### src/hdl/dflm_pkg.sv
package dflm_pkg;

    localparam int NUM_CNT  = 9;
    localparam int CNT_W    = 4;
    localparam int VOLT_W   = 13;
    localparam int TEMP_W   = 8;
    localparam int CFG_IDX_W  = 3;
    localparam int CFG_DATA_W = 13;

    localparam logic [CNT_W-1:0] CNT_MAX = 4'd15;

    // counter slots, in priority order
    localparam int IDX_VOLT_INVALID = 0;
    localparam int IDX_TEMP_INVALID = 1;
    localparam int IDX_OVER_VOLT    = 2;
    localparam int IDX_OVER_TEMP    = 3;
    localparam int IDX_UNDER_VOLT   = 4;
    localparam int IDX_VOLT_STUCK   = 5;
    localparam int IDX_TEMP_STUCK   = 6;
    localparam int IDX_LINK         = 7;
    localparam int IDX_CONTACTOR    = 8;

    // configuration register indexes
    localparam logic [CFG_IDX_W-1:0] CFG_OVER_VOLT    = 3'd0;
    localparam logic [CFG_IDX_W-1:0] CFG_UNDER_VOLT   = 3'd1;
    localparam logic [CFG_IDX_W-1:0] CFG_OVER_TEMP    = 3'd2;
    localparam logic [CFG_IDX_W-1:0] CFG_PERSIST      = 3'd3;
    localparam logic [CFG_IDX_W-1:0] CFG_LINK_PERSIST = 3'd4;

    localparam logic [VOLT_W-1:0] RST_OVER_VOLT    = 13'd4200;
    localparam logic [VOLT_W-1:0] RST_UNDER_VOLT   = 13'd2800;
    localparam logic [TEMP_W-1:0] RST_OVER_TEMP    = 8'd60;
    localparam logic [CNT_W-1:0]  RST_PERSIST      = 4'd3;
    localparam logic [CNT_W-1:0]  RST_LINK_PERSIST = 4'd10;

    localparam logic ACT_EVAL  = 1'b0;
    localparam logic ACT_CLEAR = 1'b1;

    typedef enum logic [3:0] {
        FC_NONE          = 4'd0,
        FC_VOLT_INVALID  = 4'd1,
        FC_TEMP_INVALID  = 4'd2,
        FC_OVER_VOLT     = 4'd3,
        FC_OVER_TEMP     = 4'd4,
        FC_UNDER_VOLT    = 4'd5,
        FC_VOLT_STUCK    = 4'd6,
        FC_TEMP_STUCK    = 4'd7,
        FC_LINK_TIMEOUT  = 4'd8,
        FC_CONTACTOR     = 4'd9
    } t_fault_code;

    typedef struct packed {
        logic              action;
        logic [VOLT_W-1:0] cell_voltage_mv;
        logic [TEMP_W-1:0] cell_temp_c;
        logic              temp_stuck;
        logic              voltage_stuck;
        logic              message_sent;
        logic              contactor_commanded;
        logic              contactor_sensed;
    } t_in_item;

    typedef struct packed {
        logic [3:0] fault_code;
        logic       fault_active;
        logic       fault_latched;
    } t_out_item;

    typedef struct packed {
        logic [VOLT_W-1:0] over_voltage_limit_mv;
        logic [VOLT_W-1:0] under_voltage_limit_mv;
        logic [TEMP_W-1:0] over_temp_limit_c;
        logic [CNT_W-1:0]  persist_count;
        logic [CNT_W-1:0]  link_persist_count;
    } t_cfg;

endpackage

### src/hdl/dflm_cfg_regs.sv
module dflm_cfg_regs (
    input  logic                            i_clk,
    input  logic                            i_rst_n,
    input  logic                            i_wr,
    input  logic [dflm_pkg::CFG_IDX_W-1:0]  i_index,
    input  logic [dflm_pkg::CFG_DATA_W-1:0] i_data,
    output dflm_pkg::t_cfg                  o_cfg
);
    import dflm_pkg::*;

    t_cfg r_cfg;

    always_ff @(posedge i_clk) begin
        if (!i_rst_n) begin
            r_cfg.over_voltage_limit_mv  <= RST_OVER_VOLT;
            r_cfg.under_voltage_limit_mv <= RST_UNDER_VOLT;
            r_cfg.over_temp_limit_c      <= RST_OVER_TEMP;
            r_cfg.persist_count          <= RST_PERSIST;
            r_cfg.link_persist_count     <= RST_LINK_PERSIST;
        end else if (i_wr) begin
            unique case (i_index)
                CFG_OVER_VOLT:    r_cfg.over_voltage_limit_mv  <= i_data[VOLT_W-1:0];
                CFG_UNDER_VOLT:   r_cfg.under_voltage_limit_mv <= i_data[VOLT_W-1:0];
                CFG_OVER_TEMP:    r_cfg.over_temp_limit_c      <= i_data[TEMP_W-1:0];
                CFG_PERSIST:      r_cfg.persist_count          <= i_data[CNT_W-1:0];
                CFG_LINK_PERSIST: r_cfg.link_persist_count     <= i_data[CNT_W-1:0];
                default: ;
            endcase
        end
    end

    assign o_cfg = r_cfg;

endmodule

### src/hdl/dflm_core.sv
module dflm_core (
    input  logic                i_clk,
    input  logic                i_rst_n,
    input  dflm_pkg::t_cfg      i_cfg,
    input  logic                i_step,
    input  dflm_pkg::t_in_item  i_item,
    output dflm_pkg::t_out_item o_result
);
    import dflm_pkg::*;

    logic [CNT_W-1:0] r_cnt [NUM_CNT];
    logic [CNT_W-1:0] n_cnt [NUM_CNT];
    logic [CNT_W-1:0] w_tick [NUM_CNT];
    logic             r_latch, n_latch;
    t_fault_code      r_code, n_code;
    logic [NUM_CNT-1:0] w_cond;
    logic [NUM_CNT-1:0] w_hit;
    logic [CNT_W-1:0] w_lim, w_link_lim;

    // a limit of zero acts as one
    assign w_lim      = (i_cfg.persist_count == '0) ? CNT_W'(1) : i_cfg.persist_count;
    assign w_link_lim = (i_cfg.link_persist_count == '0) ? CNT_W'(1)
                                                         : i_cfg.link_persist_count;

    always_comb begin
        w_cond[IDX_VOLT_INVALID] = (i_item.cell_voltage_mv == '0);
        w_cond[IDX_TEMP_INVALID] = (i_item.cell_temp_c == '0);
        w_cond[IDX_OVER_VOLT]    = (i_item.cell_voltage_mv > i_cfg.over_voltage_limit_mv);
        w_cond[IDX_OVER_TEMP]    = (i_item.cell_temp_c > i_cfg.over_temp_limit_c);
        w_cond[IDX_UNDER_VOLT]   = (i_item.cell_voltage_mv < i_cfg.under_voltage_limit_mv);
        w_cond[IDX_VOLT_STUCK]   = i_item.voltage_stuck;
        w_cond[IDX_TEMP_STUCK]   = i_item.temp_stuck;
        w_cond[IDX_LINK]         = !i_item.message_sent;
        w_cond[IDX_CONTACTOR]    = (i_item.contactor_commanded != i_item.contactor_sensed);
    end

    always_comb begin
        n_cnt   = r_cnt;
        n_latch = r_latch;
        n_code  = r_code;
        for (int i = 0; i < NUM_CNT; i++) begin
            if (!w_cond[i]) begin
                w_tick[i] = '0;
            end else if (r_cnt[i] == CNT_MAX) begin
                w_tick[i] = CNT_MAX;
            end else begin
                w_tick[i] = r_cnt[i] + CNT_W'(1);
            end
            w_hit[i] = (w_tick[i] >= ((i == IDX_LINK) ? w_link_lim : w_lim));
        end
        if (i_item.action == ACT_CLEAR) begin
            for (int i = 0; i < NUM_CNT; i++) begin
                n_cnt[i] = '0;
            end
            n_latch = 1'b0;
            n_code  = FC_NONE;
        end else if (!r_latch) begin
            n_cnt  = w_tick;
            n_code = FC_NONE;
            // walk from lowest priority up so the first hit wins
            for (int i = NUM_CNT - 1; i >= 0; i--) begin
                if (w_hit[i]) begin
                    n_code = t_fault_code'(4'(i + 1));
                end
            end
            n_latch = |w_hit;
        end
    end

    always_ff @(posedge i_clk) begin
        if (!i_rst_n) begin
            for (int i = 0; i < NUM_CNT; i++) begin
                r_cnt[i] <= '0;
            end
            r_latch <= 1'b0;
            r_code  <= FC_NONE;
        end else if (i_step) begin
            r_cnt   <= n_cnt;
            r_latch <= n_latch;
            r_code  <= n_code;
        end
    end

    assign o_result.fault_code    = n_code;
    assign o_result.fault_active  = (n_code != FC_NONE);
    assign o_result.fault_latched = n_latch;

endmodule

### src/hdl/debounced_fault_latch_monitor_top.sv
// A sample word is accepted into the input register; its result word moves into the
// result register once that register is free to take it.
// Throughput: one word per cycle unless the output stalls; the counter update and
// priority pick sit in the single stage between the input and result registers.
// Reset (synchronous, active low): counters, latch and fault code clear,
// limits return to their defaults, both pipeline stages empty.
module debounced_fault_latch_monitor_top (
    input  logic                            i_clk,
    input  logic                            i_rst_n,
    input  logic                            i_in_valid,
    output logic                            o_in_ready,
    input  dflm_pkg::t_in_item              i_in_data,
    output logic                            o_out_valid,
    input  logic                            i_out_ready,
    output dflm_pkg::t_out_item             o_out_data,
    input  logic                            i_cfg_valid,
    output logic                            o_cfg_ready,
    input  logic [dflm_pkg::CFG_IDX_W-1:0]  i_cfg_index,
    input  logic [dflm_pkg::CFG_DATA_W-1:0] i_cfg_data
);
    import dflm_pkg::*;

    logic      r_in_valid;
    t_in_item  r_in_data;
    logic      r_out_valid;
    t_out_item r_out_data;
    t_out_item w_result;
    t_cfg      w_cfg;
    logic      w_out_free, w_advance, w_in_acc;

    assign o_cfg_ready = 1'b1;

    assign w_out_free = !r_out_valid || i_out_ready;
    assign w_advance  = r_in_valid && w_out_free;
    assign o_in_ready = !r_in_valid || w_out_free;
    assign w_in_acc   = i_in_valid && o_in_ready;

    dflm_cfg_regs u_cfg (
        .i_clk   (i_clk),
        .i_rst_n (i_rst_n),
        .i_wr    (i_cfg_valid && o_cfg_ready),
        .i_index (i_cfg_index),
        .i_data  (i_cfg_data),
        .o_cfg   (w_cfg)
    );

    dflm_core u_core (
        .i_clk    (i_clk),
        .i_rst_n  (i_rst_n),
        .i_cfg    (w_cfg),
        .i_step   (w_advance),
        .i_item   (r_in_data),
        .o_result (w_result)
    );

    always_ff @(posedge i_clk) begin
        if (!i_rst_n) begin
            r_in_valid  <= 1'b0;
            r_out_valid <= 1'b0;
        end else begin
            if (w_in_acc) begin
                r_in_valid <= 1'b1;
            end else if (w_advance) begin
                r_in_valid <= 1'b0;
            end
            if (w_advance) begin
                r_out_valid <= 1'b1;
            end else if (i_out_ready) begin
                r_out_valid <= 1'b0;
            end
        end
    end

    // payload: hold until the next word moves in
    always_ff @(posedge i_clk) begin
        if (w_in_acc) begin
            r_in_data <= i_in_data;
        end
        if (w_advance) begin
            r_out_data <= w_result;
        end
    end

    assign o_out_valid = r_out_valid;
    assign o_out_data  = r_out_data;

endmodule

### config.mk
export PLATFORM = sky130hd
export DESIGN_NAME = debounced_fault_latch_monitor_top
export DESIGN_NICKNAME = d
export VERILOG_FILES = /design/src/hdl/dflm_pkg.sv /design/src/hdl/dflm_cfg_regs.sv /design/src/hdl/dflm_core.sv /design/src/hdl/debounced_fault_latch_monitor_top.sv
export SDC_FILE = /design/constraint.sdc
export NUM_CORES = 1
export LEC_CHECK = 0
export BUFFER_PORTS_ARGS = -buffer_cell sky130_fd_sc_hd__buf_2
export CORE_ASPECT_RATIO = 0.9
export CORE_UTILIZATION = 55
export CTS_CLUSTER_SIZE = 20
export DETAILED_ROUTE_END_ITERATION = 12
export PLACE_DENSITY = 0.75
export SLEW_MARGIN = 20
export SYNTH_ARGS = -nofsm -noshare
export SYNTH_HDL_FRONTEND = slang
export SYNTH_SLANG_ARGS = --single-unit
export TNS_END_PERCENT = 20
### constraint.sdc
create_clock -name i_clk -period 3.6 [get_ports i_clk]
set_input_delay 0.18 -clock i_clk [delete_from_list [all_inputs] [get_ports i_clk]]
set_output_delay 0.18 -clock i_clk [all_outputs]
set_load 0.02 [all_outputs]
==> impl_metrics.csv <==
group,metric,value,unit
sta,worstMarginPinSlew,0.8065,ns
cts,htree_levels,4,
sta,tns,0,ns
routing,drc_errors,0,
worst_hold_path,hp-class,"input port to flip-flop",
global_route,antenna_found_initial,0,
synth,synth_edf_count,33,
placed_design,place_ws,0.1247,ns
synth,postSynthCellCount,740,
synth,ys_seq_elements,118,
sta,worst_slack,0.2517,ns
sta,hold_viol,0,
global_route,grt_max_degree,39,
worst_setup_path,worstSetupPathType,"flip-flop to flip-flop",
synth,syn_nets,866,
sta,slew_headroom,46.23,%
routing,vias_per_cell,5.906,
worst_setup_path,crit_path_end_kind,"flip-flop",
layout,fillerInstances,918,
die,chipHeight,106.5,µm
sta,fin_hold_ws,0.01178,ns
die,die-area,0.01257,mm²
cts,clock-sinks,118,
die,rows,37,
worst_setup_path,crit_required,3.91,ns
routing,wl,16450,µm
synth,ys_warn_count,0,
global_route,grtUsageTotal,27.82,%
power,powerDensity,435.6,mW/mm²
synth,synth_cell_type_count,65,
placed_design,io_buffers,55,
power,leakagePower,3.365,nW
worst_setup_path,start_kind,"flip-flop",
run,max_cap_viol_count,0,
layout,final_cell_mix,"nand2_1 (86), dfxtp_1 (85), ha_1 (78), nor2_1 (64), inv_1 (63)",
cts,clk-insertion-delay-late,0.42,ns
worst_setup_path,crit_path_max_fanout,9,
cts,cts_buffers,17,
cts,cts_buffer_depth,2,
sta,max_freq,298.7,MHz
die,io_pins,57,
routing,final_antenna_net_count,0,
worst_setup_path,r2r_cells,14,
placed_design,placed_cells,934,
global_route,grt-ovfl-total,0,
sta,setup_viol,0,
layout,drive_gt1_share,14.59,%
global_route,grt_pass1_wl,27470,µm
sta,rsz0062_at_grt,"false",
sta,min_period,3.348,ns
die,core-area,0.01162,mm²
synth,yosysSeqAreaShare,40.37,%
synth,ys_async_sr_fraction,0,%
sta,drv_slew,0,
placed_design,place.gp.congestion,0.8235,
power,ir_drop,405.3,µV
layout,final_common_cell,"nand2_1",
routing,avgRoutedWirePerCell,16.47,µm
routing,firstDrtPassIters,8,
cts,root_buffer,"clkbuf_16",
die,die_x,118.1,µm
routing,drt_iter0_markers,413,
sta,final.setup_skew,0.007960,ns
synth,syn-cell-area,0.006670,mm²
cts,clkTransAtPathRegs,0.06,ns
cts,cts_tree,"yes",
layout,antenna_cells,0,
layout,finalNetCount,956,
synth,synth_area_per_cell,9.014,µm²
synth,synth-main-ff-cell,"dfxtp_1",
worst_setup_path,arrival,3.66,ns
placed_design,hpwl,11280,µm
sta,post-route-period-util,93.01,%
layout,layout-area-overhead-vs-synth,20.58,%
global_route,grt_pass1_vias,5864,
worst_hold_path,min_path_cells,3,
routing,via_count,5900,
layout,stdcell_count,999,
status,status,"finished clean",
die,start_util,57.40,%
[cell families (layout without fill, tap and decap cells)]
kind of cell | after synthesis | after routing | share of synthesized area (%)
AOI/OAI and AO/OA | 182 | 182 | 19.45
xor gates and xnor gates | 1 | 1 | 0.1313
adders and majority gates | 78 | 78 | 14.63
buffers and inverters | 90 | 193 | 5.252
DFF | 118 | 118 | 40.37
muxes | 7 | 7 | 1.051
other | 1 | 1 | 0.05622
and+or+nand+nor | 263 | 263 | 19.06
[what timing repair did]
item	4_1_cts	5_1_grt
hold buffers	29	0
hold endpoints to repair	29	0
setup buffers	0	4
endpoints found under the setup margin	0	6
resized for setup	0	5
[metrics by stage]
step	total power [mW]	util, %	instance area (µm²)
finish	3.504	69.22	8043
floorplan	1.662	-	6670
global placement	1.753	61.09	7098
detailed placement	1.768	61.09	7098
CTS	3.504	68.76	7990
global route	3.624	69.22	8043
[power by group]
group	total [mW]	internal, mW	switching [mW]
Sequential	1.44	1.41	0.0284
Clock	1.72	1.09	0.630
Combinational	0.346	0.149	0.197
Total	3.50	2.65	0.856
[cell usage after synthesis (all sizes together), types with 2 or more instances]
library cell / number / area share, %
o221ai: 2 / 0.26
o21ai: 21 / 1.7
and3: 4 / 0.38
o2111ai: 3 / 0.39
nor2b: 7 / 0.66
ha: 78 / 15
nand3: 34 / 2.6
a2111oi: 5 / 1.4
o22ai: 2 / 0.19
and2: 3 / 0.28
buf: 9 / 0.69
nor2: 66 / 3.8
a21o: 14 / 1.6
o22a: 2 / 0.26
clkbuf: 17 / 0.96
a211oi: 4 / 0.45
o2bb2ai: 3 / 0.68
nor4: 6 / 0.66
nor3b: 8 / 0.90
a21oi: 53 / 4.2
nor3: 17 / 1.3
a22oi: 16 / 1.8
o211ai: 18 / 2.0
or3: 2 / 0.19
mux2i: 7 / 1.1
o32ai: 2 / 0.26
inv: 64 / 3.6
nand3b: 3 / 0.34
nand2b: 13 / 1.7
nand2: 86 / 4.8
dfxtp: 85 / 26
or2: 2 / 0.19
a31o: 2 / 0.26
a31oi: 12 / 1.1
a2bb2oi: 6 / 0.79
o41ai: 2 / 0.26
o21a: 8 / 0.90
nand4: 9 / 0.84
a32oi: 2 / 0.26
edfxtp: 33 / 15
[metal layers]
metal	global-route usage (%)	part of all wire, %
met5	0	0
met4	12.00	2.0
met3	5.150	5.8
met2	47.27	48
met1	34.60	44
[path summary, 6_finish.rpt]
kind | slack [ns] | from | to
max | 0.25 | r_in_data[6] | u_core.r_latch
min | 0.01 | i_cfg_data[11] | u_cfg.o_cfg[27]
max reg2reg | 0.25 | r_in_data[6] | u_core.r_latch
min reg2reg | 0.46 | u_cfg.o_cfg[28] | u_cfg.o_cfg[28]
[area by class of cell]
| type | instances | area [µm²] | share of cell area, % |
|---|---|---|---|
| clock buffers | 17 | 425.4 | 5.289 |
| clock inverters | 15 | 176.4 | 2.194 |
| inverters | 64 | 240.2 | 2.987 |
| multi-input cells | 532 | 3650 | 45.38 |
| flip-flops and latches | 118 | 2693 | 33.48 |
| well taps | 156 | 195.2 | 2.427 |
| repair buffers | 97 | 663.1 | 8.245 |
[sequential cells by signal, indices dropped and copies added (netlist names)]
| register | count |
|---|---|
| r_in_data | 27 |
| u_core.r_cnt | 36 |
| u_cfg.o_cfg | 42 |
| u_core.r_latch | 1 |
| o_out_data | 6 |
| o_out_valid | 1 |
| r_in_valid | 1 |
| u_core.r_code | 4 |
[worst max-delay path: stages, from the launching register on]
cell and delay (ns):
edfxtp_1 0.40, ha_1 0.32, nor2b_1 0.15, o211ai_1 0.09, a21oi_1 0.14, o22a_1 0.36, nand2_1 0.10, ha_1 0.29
nand2b_4 0.14, a2111oi_2 0.42, o22ai_1 0.22, nor2_2 0.17, buf_4 0.14, nand3_1 0.07, a32o_1 0.21
Note: power is estimated with default switching activity, not from simulation.
